### config.mk
export PLATFORM = sky130hd
export DESIGN_NAME = sat_clause_state_tracker
export DESIGN_NICKNAME = d
export VERILOG_FILES = /design/src/hw/rtl/scst_pkg.sv /design/src/hw/rtl/sat_clause_state_tracker.sv /design/src/hw/rtl/scst_core.sv /design/src/hw/rtl/scst_summary.sv
export SDC_FILE = /design/constraint.sdc
export NUM_CORES = 1
export LEC_CHECK = 0
export BUFFER_PORTS_ARGS = -buffer_cell sky130_fd_sc_hd__buf_2
export CELL_PAD_IN_SITES_DETAIL_PLACEMENT = 0
export CELL_PAD_IN_SITES_GLOBAL_PLACEMENT = 1
export CORE_AREA = 5 5 202 204
export CTS_BUF_LIST = sky130_fd_sc_hd__clkbuf_8
export DETAILED_ROUTE_END_ITERATION = 16
export DIE_AREA = 0 0 207 209
export PLACE_DENSITY = 0.69
export SYNTH_ARGS = -nofsm -noshare
export SYNTH_HDL_FRONTEND = slang
export SYNTH_SLANG_ARGS = --single-unit
### constraint.sdc
create_clock -name clock -period 5.9 [get_ports clock]
set_input_delay 0 -clock clock [delete_from_list [all_inputs] [get_ports clock]]
set_output_delay 0 -clock clock [all_outputs]
set_load 0.005 [all_outputs]
### src/hw/rtl/scst_pkg.sv
package scst_pkg;

   localparam int MAX_LITERALS = 8;
   localparam int LITERAL_BITS = 16;

   localparam int FIELD_BITS = 16;
   localparam int COUNT_FIELD_BITS = 4;
   localparam int CNT_BITS = $clog2(MAX_LITERALS + 1);

   localparam logic [LITERAL_BITS-1:0] LIT_ZERO = '0;
   localparam logic [LITERAL_BITS-1:0] LIT_MIN = LITERAL_BITS'(1) << (LITERAL_BITS - 1);

   typedef enum logic [1:0] {
      MODE_CLEAR    = 2'd0,
      MODE_ADD      = 2'd1,
      MODE_ASSIGN   = 2'd2,
      MODE_UNASSIGN = 2'd3
   } mode_type;

   typedef enum logic [1:0] {
      STATUS_SATISFIED     = 2'd0,
      STATUS_CONTRADICTION = 2'd1,
      STATUS_UNKNOWN       = 2'd2
   } status_type;

   typedef logic [LITERAL_BITS-1:0] lit_type;
   typedef logic [MAX_LITERALS-1:0] slot_mask_type;

   typedef struct packed {
      logic was_satisfied;
      logic table_full;
   } flags_type;

   typedef struct packed {
      status_type                  status;
      logic                        is_unit;
      logic [COUNT_FIELD_BITS-1:0] active_count;
      logic [FIELD_BITS-1:0]       some_literal;
   } summary_type;

   // sign-extend the port field, keep the low literal bits
   function automatic lit_type lit_from_field(input logic [FIELD_BITS-1:0] f);
      logic [31:0] x;
      x = {{(32 - FIELD_BITS){f[FIELD_BITS-1]}}, f};
      return x[LITERAL_BITS-1:0];
   endfunction

   // sign-extend a literal to the port field width
   function automatic logic [FIELD_BITS-1:0] lit_to_field(input lit_type v);
      logic [LITERAL_BITS+FIELD_BITS-1:0] x;
      x = {{FIELD_BITS{v[LITERAL_BITS-1]}}, v};
      return x[FIELD_BITS-1:0];
   endfunction

endpackage

### src/hw/rtl/sat_clause_state_tracker.sv
// sat_clause_state_tracker: keeps one cnf clause and reports its state
//
// request channel: req_valid / req_stall with req_mode and req_literal; a beat
// is taken at a rising edge where req_valid is high and req_stall is low.
// modes are clear, add literal, assign literal and unassign variable.
// response channel: rsp_valid / rsp_stall; exactly one response beat per
// request beat, in order, giving the clause state after that request.
//
// a request beat lands in the input register, is evaluated against the clause
// state once the result register is free, and its response is then held in
// the output register until taken. throughput is one beat per cycle while
// rsp_stall is low, set by the combinational compare of all slots against
// the literal and its negation.
//
// reset (synchronous, active high) empties the clause and drops any beat in
// flight. while rsp_stall is high the held response stays put; the input
// register still takes one more beat, then req_stall rises until the response
// is taken.
module sat_clause_state_tracker (
   input  logic        clock,
   input  logic        reset,
   input  logic        req_valid,
   output logic        req_stall,
   input  logic [1:0]  req_mode,
   input  logic [15:0] req_literal,
   output logic        rsp_valid,
   input  logic        rsp_stall,
   output logic [1:0]  rsp_clause_status,
   output logic        rsp_is_unit,
   output logic [3:0]  rsp_active_count,
   output logic [15:0] rsp_some_active_literal,
   output logic        rsp_was_satisfied,
   output logic        rsp_table_full
);

   // input register
   logic                      in_valid_ff;
   logic                      in_valid_in;
   scst_pkg::mode_type        mode_ff;
   scst_pkg::lit_type         lit_ff;

   // result register
   logic                      out_valid_ff;
   logic                      out_valid_in;
   scst_pkg::summary_type     summary_ff;
   scst_pkg::flags_type       flags_ff;

   logic                      req_take;
   logic                      out_free;
   logic                      fire;

   scst_pkg::lit_type         slot_lit_in [scst_pkg::MAX_LITERALS];
   scst_pkg::slot_mask_type   present_in;
   scst_pkg::slot_mask_type   falsified_in;
   scst_pkg::lit_type         sat_lit_in;
   scst_pkg::flags_type       flags;
   scst_pkg::summary_type     summary;

   // result register frees up when empty or being drained this cycle
   assign out_free = !out_valid_ff || !rsp_stall;
   assign fire = in_valid_ff && out_free;
   assign req_stall = in_valid_ff && !out_free;
   assign req_take = req_valid && !req_stall;

   always_comb begin
      in_valid_in = in_valid_ff;
      if (req_take) begin
         in_valid_in = 1'b1;
      end else if (fire) begin
         in_valid_in = 1'b0;
      end
      out_valid_in = out_valid_ff;
      if (fire) begin
         out_valid_in = 1'b1;
      end else if (!rsp_stall) begin
         out_valid_in = 1'b0;
      end
   end

   always_ff @(posedge clock) begin
      if (reset) begin
         in_valid_ff <= 1'b0;
         out_valid_ff <= 1'b0;
      end else begin
         in_valid_ff <= in_valid_in;
         out_valid_ff <= out_valid_in;
      end
   end

   always_ff @(posedge clock) begin
      if (req_take) begin
         mode_ff <= scst_pkg::mode_type'(req_mode);
         lit_ff <= scst_pkg::lit_from_field(req_literal);
      end
      if (fire) begin
         summary_ff <= summary;
         flags_ff <= flags;
      end
   end

   // clause state and the per-mode update
   scst_core u_core (
      .clock        (clock),
      .reset        (reset),
      .fire         (fire),
      .mode         (mode_ff),
      .lit          (lit_ff),
      .slot_lit_in  (slot_lit_in),
      .present_in   (present_in),
      .falsified_in (falsified_in),
      .sat_lit_in   (sat_lit_in),
      .flags        (flags)
   );

   // status of the clause as it stands after the beat
   scst_summary u_summary (
      .slot_lit  (slot_lit_in),
      .present   (present_in),
      .falsified (falsified_in),
      .sat_lit   (sat_lit_in),
      .summary   (summary)
   );

   assign rsp_valid = out_valid_ff;
   assign rsp_clause_status = summary_ff.status;
   assign rsp_is_unit = summary_ff.is_unit;
   assign rsp_active_count = summary_ff.active_count;
   assign rsp_some_active_literal = summary_ff.some_literal;
   assign rsp_was_satisfied = flags_ff.was_satisfied;
   assign rsp_table_full = flags_ff.table_full;

endmodule

### src/hw/rtl/scst_core.sv
module scst_core (
   input  logic                            clock,
   input  logic                            reset,
   input  logic                            fire,
   input  scst_pkg::mode_type              mode,
   input  scst_pkg::lit_type               lit,
   output scst_pkg::lit_type               slot_lit_in [scst_pkg::MAX_LITERALS],
   output scst_pkg::slot_mask_type         present_in,
   output scst_pkg::slot_mask_type         falsified_in,
   output scst_pkg::lit_type               sat_lit_in,
   output scst_pkg::flags_type             flags
);

   scst_pkg::lit_type       slot_lit_ff [scst_pkg::MAX_LITERALS];
   scst_pkg::slot_mask_type present_ff;
   scst_pkg::slot_mask_type falsified_ff;
   scst_pkg::lit_type       sat_lit_ff;

   scst_pkg::lit_type       neg;
   logic                    lit_ok;
   scst_pkg::slot_mask_type eq_pos;
   scst_pkg::slot_mask_type eq_neg;
   scst_pkg::slot_mask_type active;
   scst_pkg::slot_mask_type free;
   scst_pkg::slot_mask_type free_low;

   always_comb begin
      neg = scst_pkg::LIT_ZERO - lit;
      lit_ok = (lit != scst_pkg::LIT_ZERO) && (lit != scst_pkg::LIT_MIN);
      for (int i = 0; i < scst_pkg::MAX_LITERALS; i++) begin
         eq_pos[i] = (slot_lit_ff[i] == lit);
         eq_neg[i] = (slot_lit_ff[i] == neg);
      end
      active = present_ff & ~falsified_ff;
      free = ~present_ff;
      // lowest free slot as a one-hot mask
      free_low = free & (~free + scst_pkg::slot_mask_type'(1));
   end

   always_comb begin
      slot_lit_in = slot_lit_ff;
      present_in = present_ff;
      falsified_in = falsified_ff;
      sat_lit_in = sat_lit_ff;
      flags = '0;
      if (fire) begin
         unique case (mode)
            scst_pkg::MODE_CLEAR: begin
               present_in = '0;
               falsified_in = '0;
               sat_lit_in = scst_pkg::LIT_ZERO;
            end
            scst_pkg::MODE_ADD: begin
               if (lit_ok && !(|(present_ff & eq_pos))) begin
                  if (free == '0) begin
                     flags.table_full = 1'b1;
                  end else begin
                     present_in = present_ff | free_low;
                     falsified_in = falsified_ff & ~free_low;
                     for (int i = 0; i < scst_pkg::MAX_LITERALS; i++) begin
                        if (free_low[i]) begin
                           slot_lit_in[i] = lit;
                        end
                     end
                  end
               end
            end
            scst_pkg::MODE_ASSIGN: begin
               if (lit_ok) begin
                  if (sat_lit_ff != scst_pkg::LIT_ZERO) begin
                     flags.was_satisfied = 1'b1;
                  end else begin
                     falsified_in = falsified_ff | (active & eq_neg);
                     if (|(active & eq_pos)) begin
                        sat_lit_in = lit;
                     end
                  end
               end
            end
            scst_pkg::MODE_UNASSIGN: begin
               if (lit_ok) begin
                  if (sat_lit_ff == lit || sat_lit_ff == neg) begin
                     sat_lit_in = scst_pkg::LIT_ZERO;
                  end
                  falsified_in = falsified_ff & ~(present_ff & (eq_pos | eq_neg));
               end
            end
            default: begin
            end
         endcase
      end
   end

   // literal slots carry no reset, only present slots are ever read
   always_ff @(posedge clock) begin
      slot_lit_ff <= slot_lit_in;
   end

   always_ff @(posedge clock) begin
      if (reset) begin
         present_ff <= '0;
         falsified_ff <= '0;
         sat_lit_ff <= scst_pkg::LIT_ZERO;
      end else begin
         present_ff <= present_in;
         falsified_ff <= falsified_in;
         sat_lit_ff <= sat_lit_in;
      end
   end

endmodule

### src/hw/rtl/scst_summary.sv
module scst_summary (
   input  scst_pkg::lit_type       slot_lit [scst_pkg::MAX_LITERALS],
   input  scst_pkg::slot_mask_type present,
   input  scst_pkg::slot_mask_type falsified,
   input  scst_pkg::lit_type       sat_lit,
   output scst_pkg::summary_type   summary
);

   scst_pkg::slot_mask_type        active;
   scst_pkg::slot_mask_type        active_low;
   logic [scst_pkg::CNT_BITS-1:0]  count;
   logic [31:0]                    count_wide;
   scst_pkg::lit_type              first;

   always_comb begin
      active = present & ~falsified;
      active_low = active & (~active + scst_pkg::slot_mask_type'(1));
      count = '0;
      first = scst_pkg::LIT_ZERO;
      for (int i = 0; i < scst_pkg::MAX_LITERALS; i++) begin
         count = count + scst_pkg::CNT_BITS'(active[i]);
         first = first | (slot_lit[i] & {scst_pkg::LITERAL_BITS{active_low[i]}});
      end
      count_wide = 32'(count);

      if (sat_lit != scst_pkg::LIT_ZERO) begin
         summary.status = scst_pkg::STATUS_SATISFIED;
      end else if (count_wide == 32'd0) begin
         summary.status = scst_pkg::STATUS_CONTRADICTION;
      end else begin
         summary.status = scst_pkg::STATUS_UNKNOWN;
      end
      summary.is_unit = (count_wide == 32'd1);
      // saturate at the field maximum
      if (count_wide > 32'd15) begin
         summary.active_count = scst_pkg::COUNT_FIELD_BITS'(15);
      end else begin
         summary.active_count = count_wide[scst_pkg::COUNT_FIELD_BITS-1:0];
      end
      summary.some_literal = scst_pkg::lit_to_field(first);
   end

endmodule

* Word level (Yosys, flattened, before mapping)
Index checks and enable logic that the tools add are counted.
Operators by class: eq/ne operators 24, bitwise operators 35, shift operators 0, reductions and logical operators 23, $add $sub $neg 10, div/mod/pow operators 0, $mul 0, magnitude comparators 0, muxes and demuxes 37
Operator list (number):
- $mux W128 | 4
- $eq A16 B16 Y1 | 18
- $mux W16 | 14
- $and A16 B16 Y16 | 8
- $or A16 B16 Y16 | 7
- $and A8 B8 Y8 | 10
- $mux W8 | 9
- $not A8 Y8 | 7
- $pmux W16 S3 | 1
- $reduce_bool A16 Y1 | 3
- $pmux W8 S4 | 1
- $add A4 B1 Y4 | 6
- $or A8 B8 Y8 | 3
- $add A8 B1 Y8 const B | 2
- $ne A16 B16 Y1 const B | 1
- $pmux W8 S2 | 1
- $reduce_or A8 Y1 | 2
- $sub A1 B16 Y16 const A | 1
- $logic_not A8 Y1 | 1
- $mux W1 | 6
- $logic_and A1 B1 Y1 | 5
- $logic_not A1 Y1 | 5
- $eq A2 B2 Y1 const B | 2
- $eq A4 B1 Y1 const B | 1
- other kinds (9) | 11
Word-level totals: memories 0, word-level logic and storage cells 150, ROM bits 0, input bits 22, bits in writable memories 0, bits in latches 0, bits in registers 205

* Longest topological paths before layout
word-level depth 23, gate-level depth with buffers 26, gate-level depth less buffers 22

* By module
A second synthesis with hierarchy kept.
Unflattened totals: cell total of the unflattened synthesis 1435, area total of the unflattened synthesis 14473.9 µm²
By module, submodules not included:
- scst_core | cells an instance 1202, seq. area each 3203.1 µm², area an instance 11617.4 µm², instances 1
- scst_summary | cells an instance 180, seq. area each 0.0 µm², area an instance 1478.9 µm², instances 1
- sat_clause_state_tracker | cells an instance 53, seq. area each 1331.3 µm², area an instance 1377.6 µm², instances 1

* Worst setup path after synthesis
OpenSTA, ideal clock, no wires.
path kind flip-flop to flip-flop, from reg lit_ff[0], to reg summary_ff, in the netlist rsp_clause_status[1], data pin, stages on the path, launching flop included 26, setup time 263 ps, required time 5637 ps, buffers on the path 4, data arrival time 6219 ps, path slack -582 ps, cells stage by stage edfxtp_1 -> buf_6 -> buf_2 -> inv_1 -> ha_1 -> buf_4 -> or3b_4 -> buf_6 -> nor3_4 -> xnor2_2 -> and2_0 -> a311oi_1 -> or4b_1 -> a31oi_1 -> a2bb2oi_2 -> nor2_1 -> ha_1 -> fa_1 -> inv_1 -> fa_1 -> inv_1 -> fa_1 -> inv_1 -> fa_1 -> or4_1 -> nor3b_1
RTL lines:
- start: declaration | RTL line sat_clause_state_tracker.sv:40 | scst_pkg::lit_type lit_ff;
- start signal: assignment | RTL line sat_clause_state_tracker.sv:93 | lit_ff <= scst_pkg::lit_from_field(req_literal);
- end signal: assignment | RTL line sat_clause_state_tracker.sv:96 | summary_ff <= summary;
- end: declaration | RTL line sat_clause_state_tracker.sv:45 | scst_pkg::summary_type summary_ff;

==> impl_metrics.py <==
metrics = {
    "power": {
        "p_leak_uw": 0.006924,
        "ir_worst_vdd_mv": 0.1355,
        "powerDensity_nw_per_um2": 218.3,
        "power_uw": 3771,
    },
    "global_routing": {
        "grt_use_total_pct": 25.41,
        "antenna_found_initial": 0,
        "grt_max_degree": 33,
        "grt_pass1_vias": 12300,
        "overflow": 0,
        "grt_pass1_wl_um": 83180,
    },
    "setup_path": {
        "cp-start-kind": "flip-flop",
        "endpoint_kind": "flip-flop",
        "path_max_fanout": 5,
        "regToRegStartpoint": "lit_ff[2]",
        "reg2regPathDepth": 21,
        "slowest_stage": "fa_1",
        "regToRegSetupSlack_ps": -160,
        "r2r_end": "rsp_clause_status[1]",
        "max_stage_delay_ps": 570,
        "crit_arrival_ps": 6410,
        "crit_chain": "buf_4 -> nor3b_4 -> nand2_1 -> buf_4 -> xnor2_2 -> buf_4 -> xnor2_1 -> nand4bb_1 -> o41ai_4 -> a21oi_2 -> o21ai_2 -> nand3_2 -> fa_1 -> inv_1 -> fa_1 -> inv_1 -> fa_2 -> inv_2 -> fa_1 -> or4_4 -> nor3b_2",
        "cp_data_required_time_ps": 6250,
        "worst-setup-path-type": "flip-flop to flip-flop",
    },
    "run_status": {
        "status": "complete, but fails checks",
        "violations": "negative setup slack",
    },
    "placement": {
        "dp_slack_ps": -595.2,
        "dpl_cell_area_um2": 15950,
        "io_buffers": 48,
        "gp_congestion": 0.9559,
        "place_inst": 2154,
        "hpwl_um": 44880,
    },
    "sta": {
        "fmax_ghz": 0.1650,
        "tightestPinTransition_ps": 1307,
        "finalHoldViolations": 0,
        "relSlewSlack_pct": 12.67,
        "finalClockSkew_ps": 45.89,
        "rsz0062_at_grt": "yes",
        "maxSlewViolCount": 0,
        "fin_crit_sh_pct": 102.7,
        "setup_ws_ps": -161.0,
        "period_needed_ps": 6061,
        "setup-violations-final": 2,
        "tns_ps": -258.2,
    },
    "layout": {
        "final_cells": 2261,
        "mostFrequentLayoutCell": "buf_4",
        "nets": 1736,
        "fin_area_um2": 17280,
        "final_cell_mix": "276 x buf_4, 162 x dfxtp_1, 154 x xnor2_1",
        "drive_above_1_share_pct": 33.43,
        "area_growth_pct": 29.14,
    },
    "synthesis": {
        "ys_dominant_reg_cell": "dfxtp_1",
        "async_reset_ff_share_pct": 0,
        "ys_ff_latch": 205,
        "synth_nets": 1430,
        "syn_area_um2": 13380,
        "synth-edff-count": 43,
        "syn_inst": 1398,
        "synthMuxAreaShare_pct": 8.642,
        "synth_top_family_by_area": "simple AND/OR/NAND/NOR gates",
        "synth-simple-area-share_pct": 20.17,
        "yosys_warnings": 0,
        "synth-xor-area-share_pct": 18.53,
        "synth_compound_area_share_pct": 13.33,
        "synth_fa_ha_area_share_pct": 1.160,
        "syn_avg_cell_area_um2": 9.569,
        "yosysUniqueCellTypes": 102,
        "yosysSeqAreaShare_pct": 33.89,
    },
    "die": {
        "die_area_um2": 43260,
        "core-area_um2": 39090,
        "initial_core_util_pct": 34.22,
        "dieWidth_um": 207,
        "rows": 73,
        "io_pins": 49,
        "die_y_um": 209,
    },
    "clock_network": {
        "clkSinkCount": 205,
        "clkTransAtPathRegs_ps": 60,
        "worstSkewPairLatency_ps": 620,
        "clock_path_buffers": 3,
        "htreeDepth": 2,
        "cts_tree": "yes",
        "cts_root_buf": "clkbuf_8",
        "cts_inserted_buffers": 40,
    },
    "drt": {
        "wl_per_cell_um": 25.12,
        "num_vias": 12610,
        "drt_iter0_markers": 1145,
        "detail_route.wirelength_um": 56800,
        "first_pass_iters": 5,
        "drt-vias-per-instance": 5.578,
        "ant_nets": 0,
        "drc": 0,
    },
    "run": {
        "maxCapViolCount": 0,
    },
    "hold_path": {
        "hold_path_class": "input pin to flip-flop",
        "worstHoldPathCells": 2,
        "min_from": "req_mode[0]",
        "holdPathEnd": "mode_ff[0]",
    },
}
[worst max path at each step]
stage / from / cells after the start / endpoint / slack (ps)
final: lit_ff[2] / 21 / rsp_clause_status[1] / -160
after global routing: lit_ff[0] / 21 / rsp_clause_status[1] / -310
after CTS: lit_ff[0] / 21 / rsp_clause_status[1] / -180
after detailed placement: lit_ff[2] / 21 / rsp_clause_status[1] / -600
after global placement: lit_ff[2] / 21 / rsp_clause_status[1] / -640
after floorplan: lit_ff[0] / 25 / rsp_clause_status[1] / -370
[kinds of logic (layout without fill, tap and decap cells)]
logic type               count (synthesis)  in the layout
AO/OA/AOI/OAI                          233            233
XOR/XNOR                               258            258
adder cells (fa/ha/maj)                 10             10
buffers and inverters                  114            451
flip-flops                             205            205
multiplexers                           103            103
other                                    0              1
AND/OR/NAND/NOR                        475            475
[cell usage after synthesis (5+ instances only)]
cell type | n | area (um^2)
buf_4 | 8 | 60.06
ha_1 | 6 | 75.07
nor2b_1 | 29 | 181.4
and4_1 | 5 | 43.79
nor3_1 | 32 | 160.2
buf_2 | 31 | 155.2
buf_6 | 10 | 112.6
a21o_1 | 5 | 37.54
or4_1 | 12 | 90.09
dfxtp_1 | 162 | 3243
nand3_1 | 49 | 245.2
a22oi_1 | 21 | 157.7
nor3_4 | 5 | 81.33
a2bb2oi_1 | 14 | 122.6
inv_1 | 20 | 75.07
buf_1 | 5 | 18.77
a22o_1 | 18 | 157.7
nand4b_1 | 7 | 61.31
nor2_1 | 81 | 304.0
o2111ai_1 | 6 | 52.55
edfxtp_1 | 43 | 1291
a21oi_1 | 22 | 110.1
or3_1 | 9 | 56.30
nand4_1 | 40 | 250.2
a221oi_2 | 10 | 150.1
xnor3_1 | 11 | 247.7
a32oi_1 | 18 | 157.7
xor2_1 | 85 | 744.5
xnor2_1 | 156 | 1366
nor3_2 | 5 | 50.05
and3_1 | 9 | 56.30
nand2b_1 | 8 | 50.05
a31oi_1 | 8 | 50.05
o21ai_0 | 48 | 240.2
mux2_2 | 100 | 1126
o22ai_1 | 6 | 37.54
a221oi_1 | 6 | 52.55
nand2_1 | 95 | 356.6
and2_1 | 12 | 75.07
nor4_1 | 40 | 250.2
o211ai_1 | 5 | 37.54
clkbuf_1 | 37 | 138.9
[sequential cells by signal, summed over array words and instances (netlist names)]
| register | cells |
|---|---|
| mode_ff | 2 |
| lit_ff | 16 |
| rsp_active_count | 4 |
| rsp_is_unit | 1 |
| u_core.sat_lit_ff | 16 |
| rsp_valid | 1 |
| u_core.slot_lit_ff | 128 |
| rsp_was_satisfied | 1 |
| u_core.falsified_ff | 8 |
| u_core.present_ff | 8 |
| rsp_table_full | 1 |
| rsp_clause_status | 2 |
| rsp_some_active_literal | 16 |
| in_valid_ff | 1 |
[power by group]
part | switching [uW] | internal, uW
Combinational | 398 | 324
Sequential | 60.3 | 1490
Clock | 691 | 808
Total | 1150 | 2620
[per-stage QoR]
stage / utilization (%) / hold WS [ps]
global placement: 40.79 / 178.3
global route: 44.19 / 123.3
detailed placement: 40.79 / 178.2
floorplan: - / 98.87
CTS: 43.86 / 77.08
finish: 44.19 / 99.73
[critical path: cells and delay by family (launching register included)]
kind	cells	cell delay [ps]
buffers and inverters	6	850
DFF	1	520
xor gates and xnor gates	2	430
adders and majority gates	4	1790
and+or+nand+nor	6	1540
AOI/OAI and AO/OA	3	660
[per-layer routing]
layer  up-vias  global-route usage [%]  routed length, um
met2       497                   40.45              25690
met1      6265                   34.99              25290
met5         -                       0                  0
li1       5757                       -                  -
met4         0                   8.413               1807
met3        93                   4.624               4014
[repair_timing]
item	4_1_cts	5_1_grt
endpoints found under the setup margin	4	3
resized for setup	19	19
pin swaps	18	9
setup buffers	6	3
endpoints found under the hold margin	46	0
hold buffers	24	0
[final cells by class]
cell class	instances	area, um^2
Sequential cell	205	4534
Timing Repair Buffer	355	2658
Tap cell	525	656.9
Fill cell	3869	21820
Antenna cell	1	2.502
Inverter	23	93.84
Clock buffer	53	729.5
Multi-Input combinational cell	1079	8504
Clock inverter	20	97.59
Note: power is estimated with default switching activity, not from simulation.
